## config.mk

```make
export PLATFORM = sky130hd
export DESIGN_NAME = head_angle_motion_limiter
export DESIGN_NICKNAME = d
export VERILOG_FILES = /design/src/hdl/hamlim_pkg.sv /design/src/hdl/hamlim_axis.sv /design/src/hdl/head_angle_motion_limiter.sv
export SDC_FILE = /design/constraint.sdc
export NUM_CORES = 2
export LEC_CHECK = 0
export ABC_AREA = 1
export BUFFER_PORTS_ARGS = -buffer_cell sky130_fd_sc_hd__buf_2
export CORE_ASPECT_RATIO = 1.25
export CORE_MARGIN = 3
export CORE_UTILIZATION = 45
export DETAILED_ROUTE_END_ITERATION = 8
export HOLD_SLACK_MARGIN = 0.03
export PLACE_DENSITY = 0.64
export SYNTH_ARGS = -nofsm -noshare
export SYNTH_HDL_FRONTEND = slang
export SYNTH_SLANG_ARGS = --single-unit
```

## constraint.sdc

```tcl
create_clock -name clk -period 29.1 [get_ports clk]
set_input_delay 2.91 -clock clk [delete_from_list [all_inputs] [get_ports clk]]
set_output_delay 2.91 -clock clk [all_outputs]
set_load 0.02 [all_outputs]
```

## src/hdl/hamlim_pkg.sv

```systemverilog
`default_nettype none

package hamlim_pkg;

    // default angle width, two's complement, fraction in the low bits
    localparam int ANGLE_BITS_DEF = 16;
    // gain is unsigned Q0.16
    localparam int GAIN_BITS = 16;

    localparam int CFG_INDEX_BITS = 3;

    typedef enum logic [CFG_INDEX_BITS-1:0] {
        CFG_MOTION_ENABLE   = 3'd0,
        CFG_YAW_LOWER       = 3'd1,
        CFG_YAW_UPPER       = 3'd2,
        CFG_PITCH_LOWER     = 3'd3,
        CFG_PITCH_UPPER     = 3'd4,
        CFG_STEP_GAIN       = 3'd5,
        CFG_MAX_STEP        = 3'd6,
        CFG_MAX_STEP_CHANGE = 3'd7
    } cfg_index_t;

    // register values after reset
    localparam int MOTION_ENABLE_RST   = 1;
    localparam int YAW_LOWER_RST       = -8602;
    localparam int YAW_UPPER_RST       = 8602;
    localparam int PITCH_LOWER_RST     = -2048;
    localparam int PITCH_UPPER_RST     = 2048;
    localparam int STEP_GAIN_RST       = 5243;
    localparam int MAX_STEP_RST        = 200;
    localparam int MAX_STEP_CHANGE_RST = 8;

    // per-axis control from the top level
    typedef struct packed {
        logic update;   // commit the new angle into the axis state
        logic enable;   // motion allowed: give the new angle, else the current one
    } axis_ctl_t;

endpackage

`default_nettype wire

```

## src/hdl/hamlim_axis.sv

```systemverilog
`default_nettype none

module hamlim_axis
    import hamlim_pkg::*;
#(
    parameter int ANGLE_BITS = ANGLE_BITS_DEF
)
(
    input  wire logic                         clk,
    input  wire logic                         rst_n,
    input  wire axis_ctl_t                    ctl,
    input  wire logic signed [ANGLE_BITS-1:0] target,
    input  wire logic signed [ANGLE_BITS-1:0] lower,
    input  wire logic signed [ANGLE_BITS-1:0] upper,
    input  wire logic        [GAIN_BITS-1:0]  gain,
    input  wire logic        [ANGLE_BITS-2:0] max_step,
    input  wire logic        [ANGLE_BITS-2:0] max_step_change,
    output logic signed      [ANGLE_BITS-1:0] angle
);

    localparam int W1 = ANGLE_BITS + 1;
    localparam int W2 = ANGLE_BITS + 2;
    localparam int W3 = ANGLE_BITS + 3;
    localparam int WP = ANGLE_BITS + GAIN_BITS + 1;

    logic signed [ANGLE_BITS-1:0] now_reg;
    logic signed [ANGLE_BITS-1:0] before_reg;

    logic signed [ANGLE_BITS-1:0] t_clamp;
    logic signed [W1-1:0]         err;
    logic signed [GAIN_BITS:0]    gain_s;
    logic signed [WP-1:0]         prod;
    logic signed [W1-1:0]         want_raw;
    logic signed [W1-1:0]         ms;
    logic signed [W1-1:0]         want;
    logic signed [W1-1:0]         vel;
    logic signed [W2-1:0]         diff;
    logic signed [W2-1:0]         mc;
    logic signed [W2-1:0]         change;
    logic signed [W3-1:0]         sum;
    logic signed [W3-1:0]         lo_x;
    logic signed [W3-1:0]         hi_x;
    logic signed [W3-1:0]         sum_clamp;
    logic signed [ANGLE_BITS-1:0] next_angle;

    always_comb
    begin
        // upper first, then lower, so an inverted window settles on lower
        t_clamp = target;
        if (t_clamp > upper)
        begin
            t_clamp = upper;
        end
        if (t_clamp < lower)
        begin
            t_clamp = lower;
        end

        err      = W1'(t_clamp) - W1'(now_reg);
        gain_s   = signed'({1'b0, gain});
        prod     = WP'(err) * WP'(gain_s);
        // arithmetic shift: rounds toward minus infinity
        want_raw = signed'(prod[WP-1:GAIN_BITS]);

        ms   = signed'({2'b00, max_step});
        want = want_raw;
        if (want > ms)
        begin
            want = ms;
        end
        if (want < -ms)
        begin
            want = -ms;
        end

        vel  = W1'(now_reg) - W1'(before_reg);
        diff = W2'(want) - W2'(vel);
        mc   = signed'({3'b000, max_step_change});
        change = diff;
        if (change > mc)
        begin
            change = mc;
        end
        if (change < -mc)
        begin
            change = -mc;
        end

        sum  = W3'(now_reg) + W3'(vel) + W3'(change);
        lo_x = W3'(lower);
        hi_x = W3'(upper);
        sum_clamp = sum;
        if (sum_clamp > hi_x)
        begin
            sum_clamp = hi_x;
        end
        if (sum_clamp < lo_x)
        begin
            sum_clamp = lo_x;
        end
        next_angle = signed'(sum_clamp[ANGLE_BITS-1:0]);

        angle = ctl.enable ? next_angle : now_reg;
    end

    always_ff @(posedge clk or negedge rst_n)
    begin
        if (!rst_n)
        begin
            now_reg    <= '0;
            before_reg <= '0;
        end
        else if (ctl.update)
        begin
            before_reg <= now_reg;
            now_reg    <= next_angle;
        end
    end

endmodule

`default_nettype wire

```

## src/hdl/head_angle_motion_limiter.sv

```systemverilog
`default_nettype none

// Yaw/pitch setpoint follower with velocity and acceleration limits. Each request on the
// s_ side carries a yaw and pitch target; one result per request comes out on the m_ side
// via the input register and then the result register; a new request is taken every cycle
// while the output is drained, as the per-axis update (target clamp, gain multiply, step and
// step-change clamps, window clamp) is combinational. Configuration is to be written
// through cfg_we/cfg_index/cfg_data only while no request is in flight; the block does
// not enforce it; motion_enable low returns the current angles and the state holds.

module head_angle_motion_limiter
    import hamlim_pkg::*;
#(
    parameter int ANGLE_BITS = ANGLE_BITS_DEF,
    localparam int DATA_W = ((2 * ANGLE_BITS + 7) / 8) * 8,
    localparam int CFG_W  = (ANGLE_BITS > GAIN_BITS) ? ANGLE_BITS : GAIN_BITS
)
(
    input  wire logic                      clk,
    input  wire logic                      rst_n,
    input  wire logic                      s_tvalid,
    output logic                           s_tready,
    // target_yaw, target_pitch, zero fill
    input  wire logic [DATA_W-1:0]         s_tdata,
    output logic                           m_tvalid,
    input  wire logic                      m_tready,
    // head_yaw, head_pitch, zero fill
    output logic [DATA_W-1:0]              m_tdata,
    input  wire logic                      cfg_we,
    input  wire logic [CFG_INDEX_BITS-1:0] cfg_index,
    input  wire logic [CFG_W-1:0]          cfg_data
);

    logic                         motion_enable_reg;
    logic signed [ANGLE_BITS-1:0] yaw_lower_reg;
    logic signed [ANGLE_BITS-1:0] yaw_upper_reg;
    logic signed [ANGLE_BITS-1:0] pitch_lower_reg;
    logic signed [ANGLE_BITS-1:0] pitch_upper_reg;
    logic        [GAIN_BITS-1:0]  step_gain_reg;
    logic        [ANGLE_BITS-2:0] max_step_reg;
    logic        [ANGLE_BITS-2:0] max_step_change_reg;

    logic                         in_valid_reg;
    logic                         in_valid_next;
    logic signed [ANGLE_BITS-1:0] in_yaw_reg;
    logic signed [ANGLE_BITS-1:0] in_pitch_reg;
    logic                         out_valid_reg;
    logic                         out_valid_next;
    logic        [DATA_W-1:0]     out_data_reg;
    logic        [DATA_W-1:0]     out_word;

    logic                         advance;
    logic                         in_accept;
    logic                         in_move;
    axis_ctl_t                    ctl;
    logic signed [ANGLE_BITS-1:0] yaw_angle;
    logic signed [ANGLE_BITS-1:0] pitch_angle;

    always_ff @(posedge clk or negedge rst_n)
    begin
        if (!rst_n)
        begin
            motion_enable_reg   <= 1'(MOTION_ENABLE_RST);
            yaw_lower_reg       <= ANGLE_BITS'(YAW_LOWER_RST);
            yaw_upper_reg       <= ANGLE_BITS'(YAW_UPPER_RST);
            pitch_lower_reg     <= ANGLE_BITS'(PITCH_LOWER_RST);
            pitch_upper_reg     <= ANGLE_BITS'(PITCH_UPPER_RST);
            step_gain_reg       <= GAIN_BITS'(STEP_GAIN_RST);
            max_step_reg        <= (ANGLE_BITS-1)'(MAX_STEP_RST);
            max_step_change_reg <= (ANGLE_BITS-1)'(MAX_STEP_CHANGE_RST);
        end
        else if (cfg_we)
        begin
            unique case (cfg_index)
                CFG_MOTION_ENABLE:   motion_enable_reg   <= cfg_data[0];
                CFG_YAW_LOWER:       yaw_lower_reg       <= signed'(cfg_data[ANGLE_BITS-1:0]);
                CFG_YAW_UPPER:       yaw_upper_reg       <= signed'(cfg_data[ANGLE_BITS-1:0]);
                CFG_PITCH_LOWER:     pitch_lower_reg     <= signed'(cfg_data[ANGLE_BITS-1:0]);
                CFG_PITCH_UPPER:     pitch_upper_reg     <= signed'(cfg_data[ANGLE_BITS-1:0]);
                CFG_STEP_GAIN:       step_gain_reg       <= cfg_data[GAIN_BITS-1:0];
                CFG_MAX_STEP:        max_step_reg        <= cfg_data[ANGLE_BITS-2:0];
                CFG_MAX_STEP_CHANGE: max_step_change_reg <= cfg_data[ANGLE_BITS-2:0];
                default:             ;
            endcase
        end
    end

    // input stage moves on whenever the result register is free or being taken
    assign advance   = !out_valid_reg || m_tready;
    assign s_tready  = !in_valid_reg || advance;
    assign in_accept = s_tvalid && s_tready;
    assign in_move   = in_valid_reg && advance;

    always_comb
    begin
        in_valid_next = in_valid_reg;
        if (in_accept)
        begin
            in_valid_next = 1'b1;
        end
        else if (advance)
        begin
            in_valid_next = 1'b0;
        end
        out_valid_next = advance ? in_valid_reg : out_valid_reg;
    end

    always_ff @(posedge clk or negedge rst_n)
    begin
        if (!rst_n)
        begin
            in_valid_reg  <= 1'b0;
            out_valid_reg <= 1'b0;
        end
        else
        begin
            in_valid_reg  <= in_valid_next;
            out_valid_reg <= out_valid_next;
        end
    end

    always_ff @(posedge clk)
    begin
        if (in_accept)
        begin
            in_yaw_reg   <= signed'(s_tdata[ANGLE_BITS-1:0]);
            in_pitch_reg <= signed'(s_tdata[2*ANGLE_BITS-1:ANGLE_BITS]);
        end
        if (in_move)
        begin
            out_data_reg <= out_word;
        end
    end

    assign ctl.update = in_move && motion_enable_reg;
    assign ctl.enable = motion_enable_reg;

    hamlim_axis #(
        .ANGLE_BITS(ANGLE_BITS)
    ) u_yaw (
        .clk             (clk),
        .rst_n           (rst_n),
        .ctl             (ctl),
        .target          (in_yaw_reg),
        .lower           (yaw_lower_reg),
        .upper           (yaw_upper_reg),
        .gain            (step_gain_reg),
        .max_step        (max_step_reg),
        .max_step_change (max_step_change_reg),
        .angle           (yaw_angle)
    );

    hamlim_axis #(
        .ANGLE_BITS(ANGLE_BITS)
    ) u_pitch (
        .clk             (clk),
        .rst_n           (rst_n),
        .ctl             (ctl),
        .target          (in_pitch_reg),
        .lower           (pitch_lower_reg),
        .upper           (pitch_upper_reg),
        .gain            (step_gain_reg),
        .max_step        (max_step_reg),
        .max_step_change (max_step_change_reg),
        .angle           (pitch_angle)
    );

    always_comb
    begin
        out_word = '0;
        out_word[ANGLE_BITS-1:0]            = yaw_angle;
        out_word[2*ANGLE_BITS-1:ANGLE_BITS] = pitch_angle;
    end

    assign m_tvalid = out_valid_reg;
    assign m_tdata  = out_data_reg;

endmodule

`default_nettype wire

```

## Yosys cells after proc, flatten, opt, wreduce, memory -nomap -nowiden

Cells that the tools add are included.

- Bits in registers: 241
- Bits of input ports: 56
- Output and inout port bits: 34
- Word-level logic and storage cells: 91

- Add/subtract/negate cells: 12
- Multiply operators: 2
- $lt $le $gt $ge: 16
- Eq/ne operators: 7
- Multiplexer cells: 20
- Reductions and logical operators: 17

Operators by type and width:

| cell | count |
|---|---|
| 2-to-1 mux 16 bit | 8 |
| 2-to-1 mux 18 bit | 4 |
| 2-to-1 mux 17 bit | 4 |
| subtractor 16 x 16 -> 17 bit | 4 |
| multiplier 17 x 17 -> 33 bit | 2 |
| adder 18 x 18 -> 19 bit | 2 |
| greater-than comparator 19 x 16 -> 1 bit | 2 |
| < comparator 19 x 16 -> 1 bit | 2 |
| 2-to-1 mux 19 bit | 2 |
| adder 16 x 17 -> 18 bit | 2 |
| greater-than comparator 18 x 16 -> 1 bit | 2 |
| < comparator 18 bit | 2 |
| subtractor 17 x 17 -> 18 bit | 2 |
| greater-than comparator 17 x 16 -> 1 bit | 2 |
| < comparator 17 bit | 2 |
| greater-than comparator 16 bit | 2 |
| < comparator 16 bit | 2 |
| negator 15 -> 18 bit | 1 |
| negator 15 -> 17 bit | 1 |
| AND reduction 2 bit | 8 |
| equality test 3 bit, second input constant | 4 |
| equality test 3 x 2 -> 1 bit, second input constant | 2 |
| equality test 3 x 1 -> 1 bit, second input constant | 1 |
| logical AND 1 bit | 3 |
| 5 further kinds | 8 |

## Longest topological paths before layout

- Depth in word-level cells: 21
- Depth in mapped cells: 182
- Mapped depth without buffers: 175

## Cells and area by module

A second synthesis with hierarchy kept.

- Cells, all modules: 6210
- Area, all modules: 46711.0 µm²

By module, submodules not included:

| module | times used | cells each | area each (µm²) | seq. area each (µm²) |
|---|---|---|---|---|
| hamlim_axis at u_pitch | 1 | 2819 | 20178.1 | 800.8 |
| hamlim_axis at u_yaw | 1 | 2824 | 20138.1 | 800.8 |
| head_angle_motion_limiter | 1 | 567 | 6394.9 | 4793.3 |

## Worst setup path after synthesis

No wires, ideal clock.

- Path kind: register to register
- Start: reg pitch_upper_reg[3]
- End: reg out_data_reg[25], in the netlist m_tdata[25] (data pin)
- Library setup time: 253 ps
- Data arrival time: 23958 ps
- Required time: 28847 ps
- Slack: 4889 ps
- Cell stages (with the launch flop): 166
- Path buffers: 10
- Clock period less this slack: 24211 ps
- Cell sequence: dfrtp_1 inv_1 ha_1 nand2_1 inv_1 a221oi_1 nor2_1 o31ai_1 a21oi_1 a21oi_1 nand2_1 clkbuf_1 nand2_1 o21ai_0 ha_1 a21oi_1 nor2_1 a211oi_1 (+130 left out) clkbuf_1 clkbuf_1 nand2_1 o21ai_0 ha_1 nand2_1 inv_1 nand3_1 a31oi_1 o21ai_0 nand3_1 nor2_1 nand3_4 nand2_4 buf_6 nand2_2 nand3_1 nand2_1

- Word-level cells in the longest chain between the ends: 21

RTL lines:

| item | line | RTL |
|---|---|---|
| start: declaration | head_angle_motion_limiter.sv:38 | `logic signed [ANGLE_BITS-1:0] pitch_upper_reg;` |
| start signal: assignment | head_angle_motion_limiter.sv:67 | `pitch_upper_reg <= ANGLE_BITS'(PITCH_UPPER_RST);` |
| start signal: assignment | head_angle_motion_limiter.sv:79 | `CFG_PITCH_UPPER: pitch_upper_reg <= signed'(cfg_data[ANGLE_BITS-1:0]);` |
| greater-than comparator 16 bit | hamlim_axis.sv:50 | `if (t_clamp > upper)` |
| 2-to-1 mux 16 bit | hamlim_axis.sv:50 |  |
| < comparator 16 bit | hamlim_axis.sv:54 | `if (t_clamp < lower)` |
| 2-to-1 mux 16 bit | hamlim_axis.sv:54 |  |
| subtractor 16 x 16 -> 17 bit | hamlim_axis.sv:59 | `err = W1'(t_clamp) - W1'(now_reg);` |
| multiplier 17 x 17 -> 33 bit | hamlim_axis.sv:61 | `prod = WP'(err) * WP'(gain_s);` |
| greater-than comparator 17 x 16 -> 1 bit | hamlim_axis.sv:67 | `if (want > ms)` |
| 2-to-1 mux 17 bit | hamlim_axis.sv:67 |  |
| (+6 left out) | -- |  |
| 2-to-1 mux 18 bit | hamlim_axis.sv:84 | `if (change < -mc)` |
| adder 18 x 18 -> 19 bit | hamlim_axis.sv:89 | `sum = W3'(now_reg) + W3'(vel) + W3'(change);` |
| greater-than comparator 19 x 16 -> 1 bit | hamlim_axis.sv:93 | `if (sum_clamp > hi_x)` |
| 2-to-1 mux 19 bit * | hamlim_axis.sv:93 |  |
| < comparator 19 x 16 -> 1 bit | hamlim_axis.sv:97 | `if (sum_clamp < lo_x)` |
| 2-to-1 mux 16 bit * | hamlim_axis.sv:97 |  |
| 2-to-1 mux 16 bit * | hamlim_axis.sv:103 | `angle = ctl.enable ? next_angle : now_reg;` |
| via pitch_angle[9] | head_angle_motion_limiter.sv:57 | `logic signed [ANGLE_BITS-1:0] pitch_angle;` |
| end signal: assignment | head_angle_motion_limiter.sv:131 | `out_data_reg <= out_word;` |
| end: declaration | head_angle_motion_limiter.sv:49 | `logic [DATA_W-1:0] out_data_reg;` |

Mark *: on every way through the listed nets, which the timed path passes. The rest lies on a longest branch.
A chain may end at the register's enable or synchronous reset.

## Worst setup path in the final report

- Start: reg pitch_upper_reg[3]
- End: reg out_data_reg[20], in the netlist m_tdata[20] (data pin)

The elaborated chain is that of the path after synthesis.

==> run_results.csv <==
group,metric,value,unit
logic_synthesis,netlist_area,0.0451,mm^2
sta,final_hold_viol_count,0,
final_layout,drive_gt1_frac,0.0614,
sta,post-route-min-period,27090,ps
clock_network,cts.sink_count,241,
clock_network,htreeDepth,1,
clock_network,clockBufferDepth,3,
detailed_routing,drc,0,
die,floorplan.io_pins,90,
clock_network,post_cts_hold_buffer_count,0,
sta,final_min_period_over_clock_period,0.931,
grt,globalRouteMet1Util,0.342,
critical_path,crit_slowest_cell,"fa_1",
logic_synthesis,ys_async_sr_fraction,0.734,
placement,hpwlAfterDp,124000,um
grt,grtUsageMet2,0.499,
clock_network,clock_latency_at_the_later_pin_of_the_worst_skew_pair,570,ps
clock_network,cts_root_buf,"clkbuf_16",
die,die_area,0.104,mm^2
final_layout,layout_common_cells,"1,330 x nand2_1, 1,236 x inv_1, 586 x fa_1, 559 x ha_1, 379 x nor2_1",
grt,grt_peak_use_layer,"met2",
final_layout,syn_to_final_growth,7.43,%
sta,final.setup.tns,0,ps
final_layout,final_common_cell,"nand2_1",
critical_path,element_type_at_the_critical_path_start,"register",
logic_synthesis,synth_enable_flop_cells,64,
logic_synthesis,synth_flop_cell,"dfrtp_1",
critical_path,worst_path_largest_cell_delay,590,ps
grt,via_count_of_the_first_global_routing_pass,40100,
logic_synthesis,post_syn_area_per_cell,7.64,um^2
logic_synthesis,yosys_warnings,0,
grt,initial_antenna_violation_count,8,
critical_path,crit_buf_inv,17,
detailed_routing,routed_wl,151000,um
critical_path,worst-endpoint-required,29400,ps
grt,largest_net_degree_at_the_start_of_global_routing,94,
placement,port_buffers,89,
placement,dp_cells,7238,
critical_path,crit_family,"adder cells",
critical_path,path_class,"register to register",
sta,timing.fmax,0.0369,GHz
detailed_routing,first_pass_iters,6,
logic_synthesis,ys_seq_area_frac,0.142,
grt,grt_first_pass_wirelength,230000,um
placement,finalWeightedCongestion,0.965,
die,fp.dieW,289,um
sta,final-max-slew-violation-count,0,
final_layout,fin_nets,7162,
die,start_util,0.455,
grt,grt.total_usage,0.292,
min_path,class_of_the_most_critical_hold_timing_path,"register to register",
logic_synthesis,ys_seq_elements,241,
final_layout,finish.cell_count_without_fillers,7298,
critical_path,critical_path.max_fanout,31,
sta,final_setup_viols,0,
logic_synthesis,yosysUniqueCellTypes,56,
detailed_routing,dr_total_vias,39500,
logic_synthesis,postSynthNetCount,7102,
detailed_routing,routedWlPerCell,20.7,um
die,cell_row_count,129,
sta,skew,13.7,ps
clock_network,clkSlewWorstSetupHoldPaths,70,ps
grt,grt.met3_usage,0.0301,
logic_synthesis,syn_inst,5900,
detailed_routing,dr.first_iter.drc_count,2908,
critical_path,worst_setup_path_end_kind,"register",
outcome,run_status,"complete, no violations",
detailed_routing,antenna_left,0,
flow_run,number_of_maximum_capacitance_violations,0,
clock_network,cts_tree,"yes",
grt,overflow,0,
die,core_area,0.0991,mm^2
clock_network,number_of_clock_buffers_inserted_by_tritoncts,26,
critical_path,critPathArrivalTime,27390,ps
detailed_routing,post_drt_via_cell_ratio,5.41,
final_layout,largest_register_ff_count,32,
sta,slew_headroom,0.223,
sta,timing_worst_slew_pin_value,1160,ps
critical_path,worst_path_most_repeated_cell,"nand2_1",
die,die-height,360,um
## worst reg2reg max path: cells and delay by family, from the launching register on
| kind | cells | cell delay (ps) |
|---|---|---|
| adder cells (fa/ha/maj) | 22 | 8510 |
| buffers and inverters | 17 | 1730 |
| AND/OR/NAND/NOR | 69 | 7760 |
| flip-flops | 1 | 390 |
| AO/OA/AOI/OAI | 45 | 7650 |
| XOR/XNOR | 3 | 690 |
## synthesized netlist by cell type (5+ instances only)
cell         n  area [um^2]
dfstp_2     35          920
nand2_1   1341         5030
o211ai_1     5         37.5
a21oi_1    268         1340
nand3_1    247         1240
a211oi_1    12         90.1
buf_1        6         22.5
clkbuf_1   131          492
nand4_1     35          219
fa_1       586        11700
ha_1       560         7010
inv_1     1238         4650
nand3_2      6         60.1
o21ai_0    388         1940
nand3b_1    18          135
dfrtp_1    142         3550
nor4_1      12         75.1
o21a_1      13         97.6
a21o_1      18          135
a31oi_1     12         75.1
and2_1       5         31.3
nand2_2     33          206
o21bai_1    28          210
nor3_1      28          140
o221ai_1     9         78.8
clkinv_1    19         71.3
edfxtp_1    64         1920
or2_2       29          181
o21ai_1      8         40.0
xnor2_1     57          499
o31ai_1      5         37.5
nor2_1     380         1430
buf_2        6         30.0
xor2_1     108          946
## metal layers
metal | part of all wire | routed length [um]
met5 | 0.000086 | 13
met2 | 0.48 | 72900
met4 | 0.083 | 12500
met1 | 0.37 | 56200
met3 | 0.061 | 9270
## per-stage QoR
step	setup slack, ps	util	hold WS (ps)	instance area [um^2]
finish	2010	0.489	485	48400
global route	-99.7	0.488	503	48400
CTS	171	0.486	488	48200
detailed placement	-181	0.477	473	47300
global placement	9.37	0.477	467	47300
floorplan	4890	-	453	45100
## cell families (layout without fill, tap and decap cells)
family | Yosys count | count (layout) | share of synthesized area
AO/OA/AOI/OAI | 789 | 789 | 0.0954
XOR/XNOR | 165 | 165 | 0.0321
adder cells (fa/ha/maj) | 1146 | 1146 | 0.416
buffers and inverters | 1410 | 1489 | 0.118
flip-flops | 241 | 241 | 0.142
other | 0 | 8 | 0
AND/OR/NAND/NOR | 2149 | 2150 | 0.197
## timing repair
action,4_1_cts,5_1_grt
cloned,0,1
pin swaps,0,3
setup endpoints to repair,32,64
setup buffers,0,3
resized for setup,3,56
## cell type report
type / instances / area [um^2]
timing repair buffer: 180 / 1190
sequential: 241 / 6390
multi-input combinational: 4250 / 33500
clock inverter: 17 / 224
tap: 1310 / 1640
clock buffer: 31 / 691
fill: 9877 / 50700
inverter: 1261 / 4740
antenna: 8 / 20.0
## final timing paths
kind / startpoint / endpoint / slack (ps) / depth (start not counted)
min: yaw_upper_reg[9] / yaw_upper_reg[9] / 480 / 2
max: pitch_upper_reg[3] / m_tdata[20] / 2010 / 156
min reg2reg: yaw_upper_reg[9] / yaw_upper_reg[9] / 480 / 2
max reg2reg: pitch_upper_reg[3] / m_tdata[20] / 2010 / 156
max in group asynchronous: rst_n / pitch_lower_reg[7] / 25310 / 2
min in group asynchronous: rst_n / max_step_change_reg[8] / 2420 / 1
Power is not shown: default switching activity piles up to over one toggle a cycle in this logic, so the estimate is an artifact.
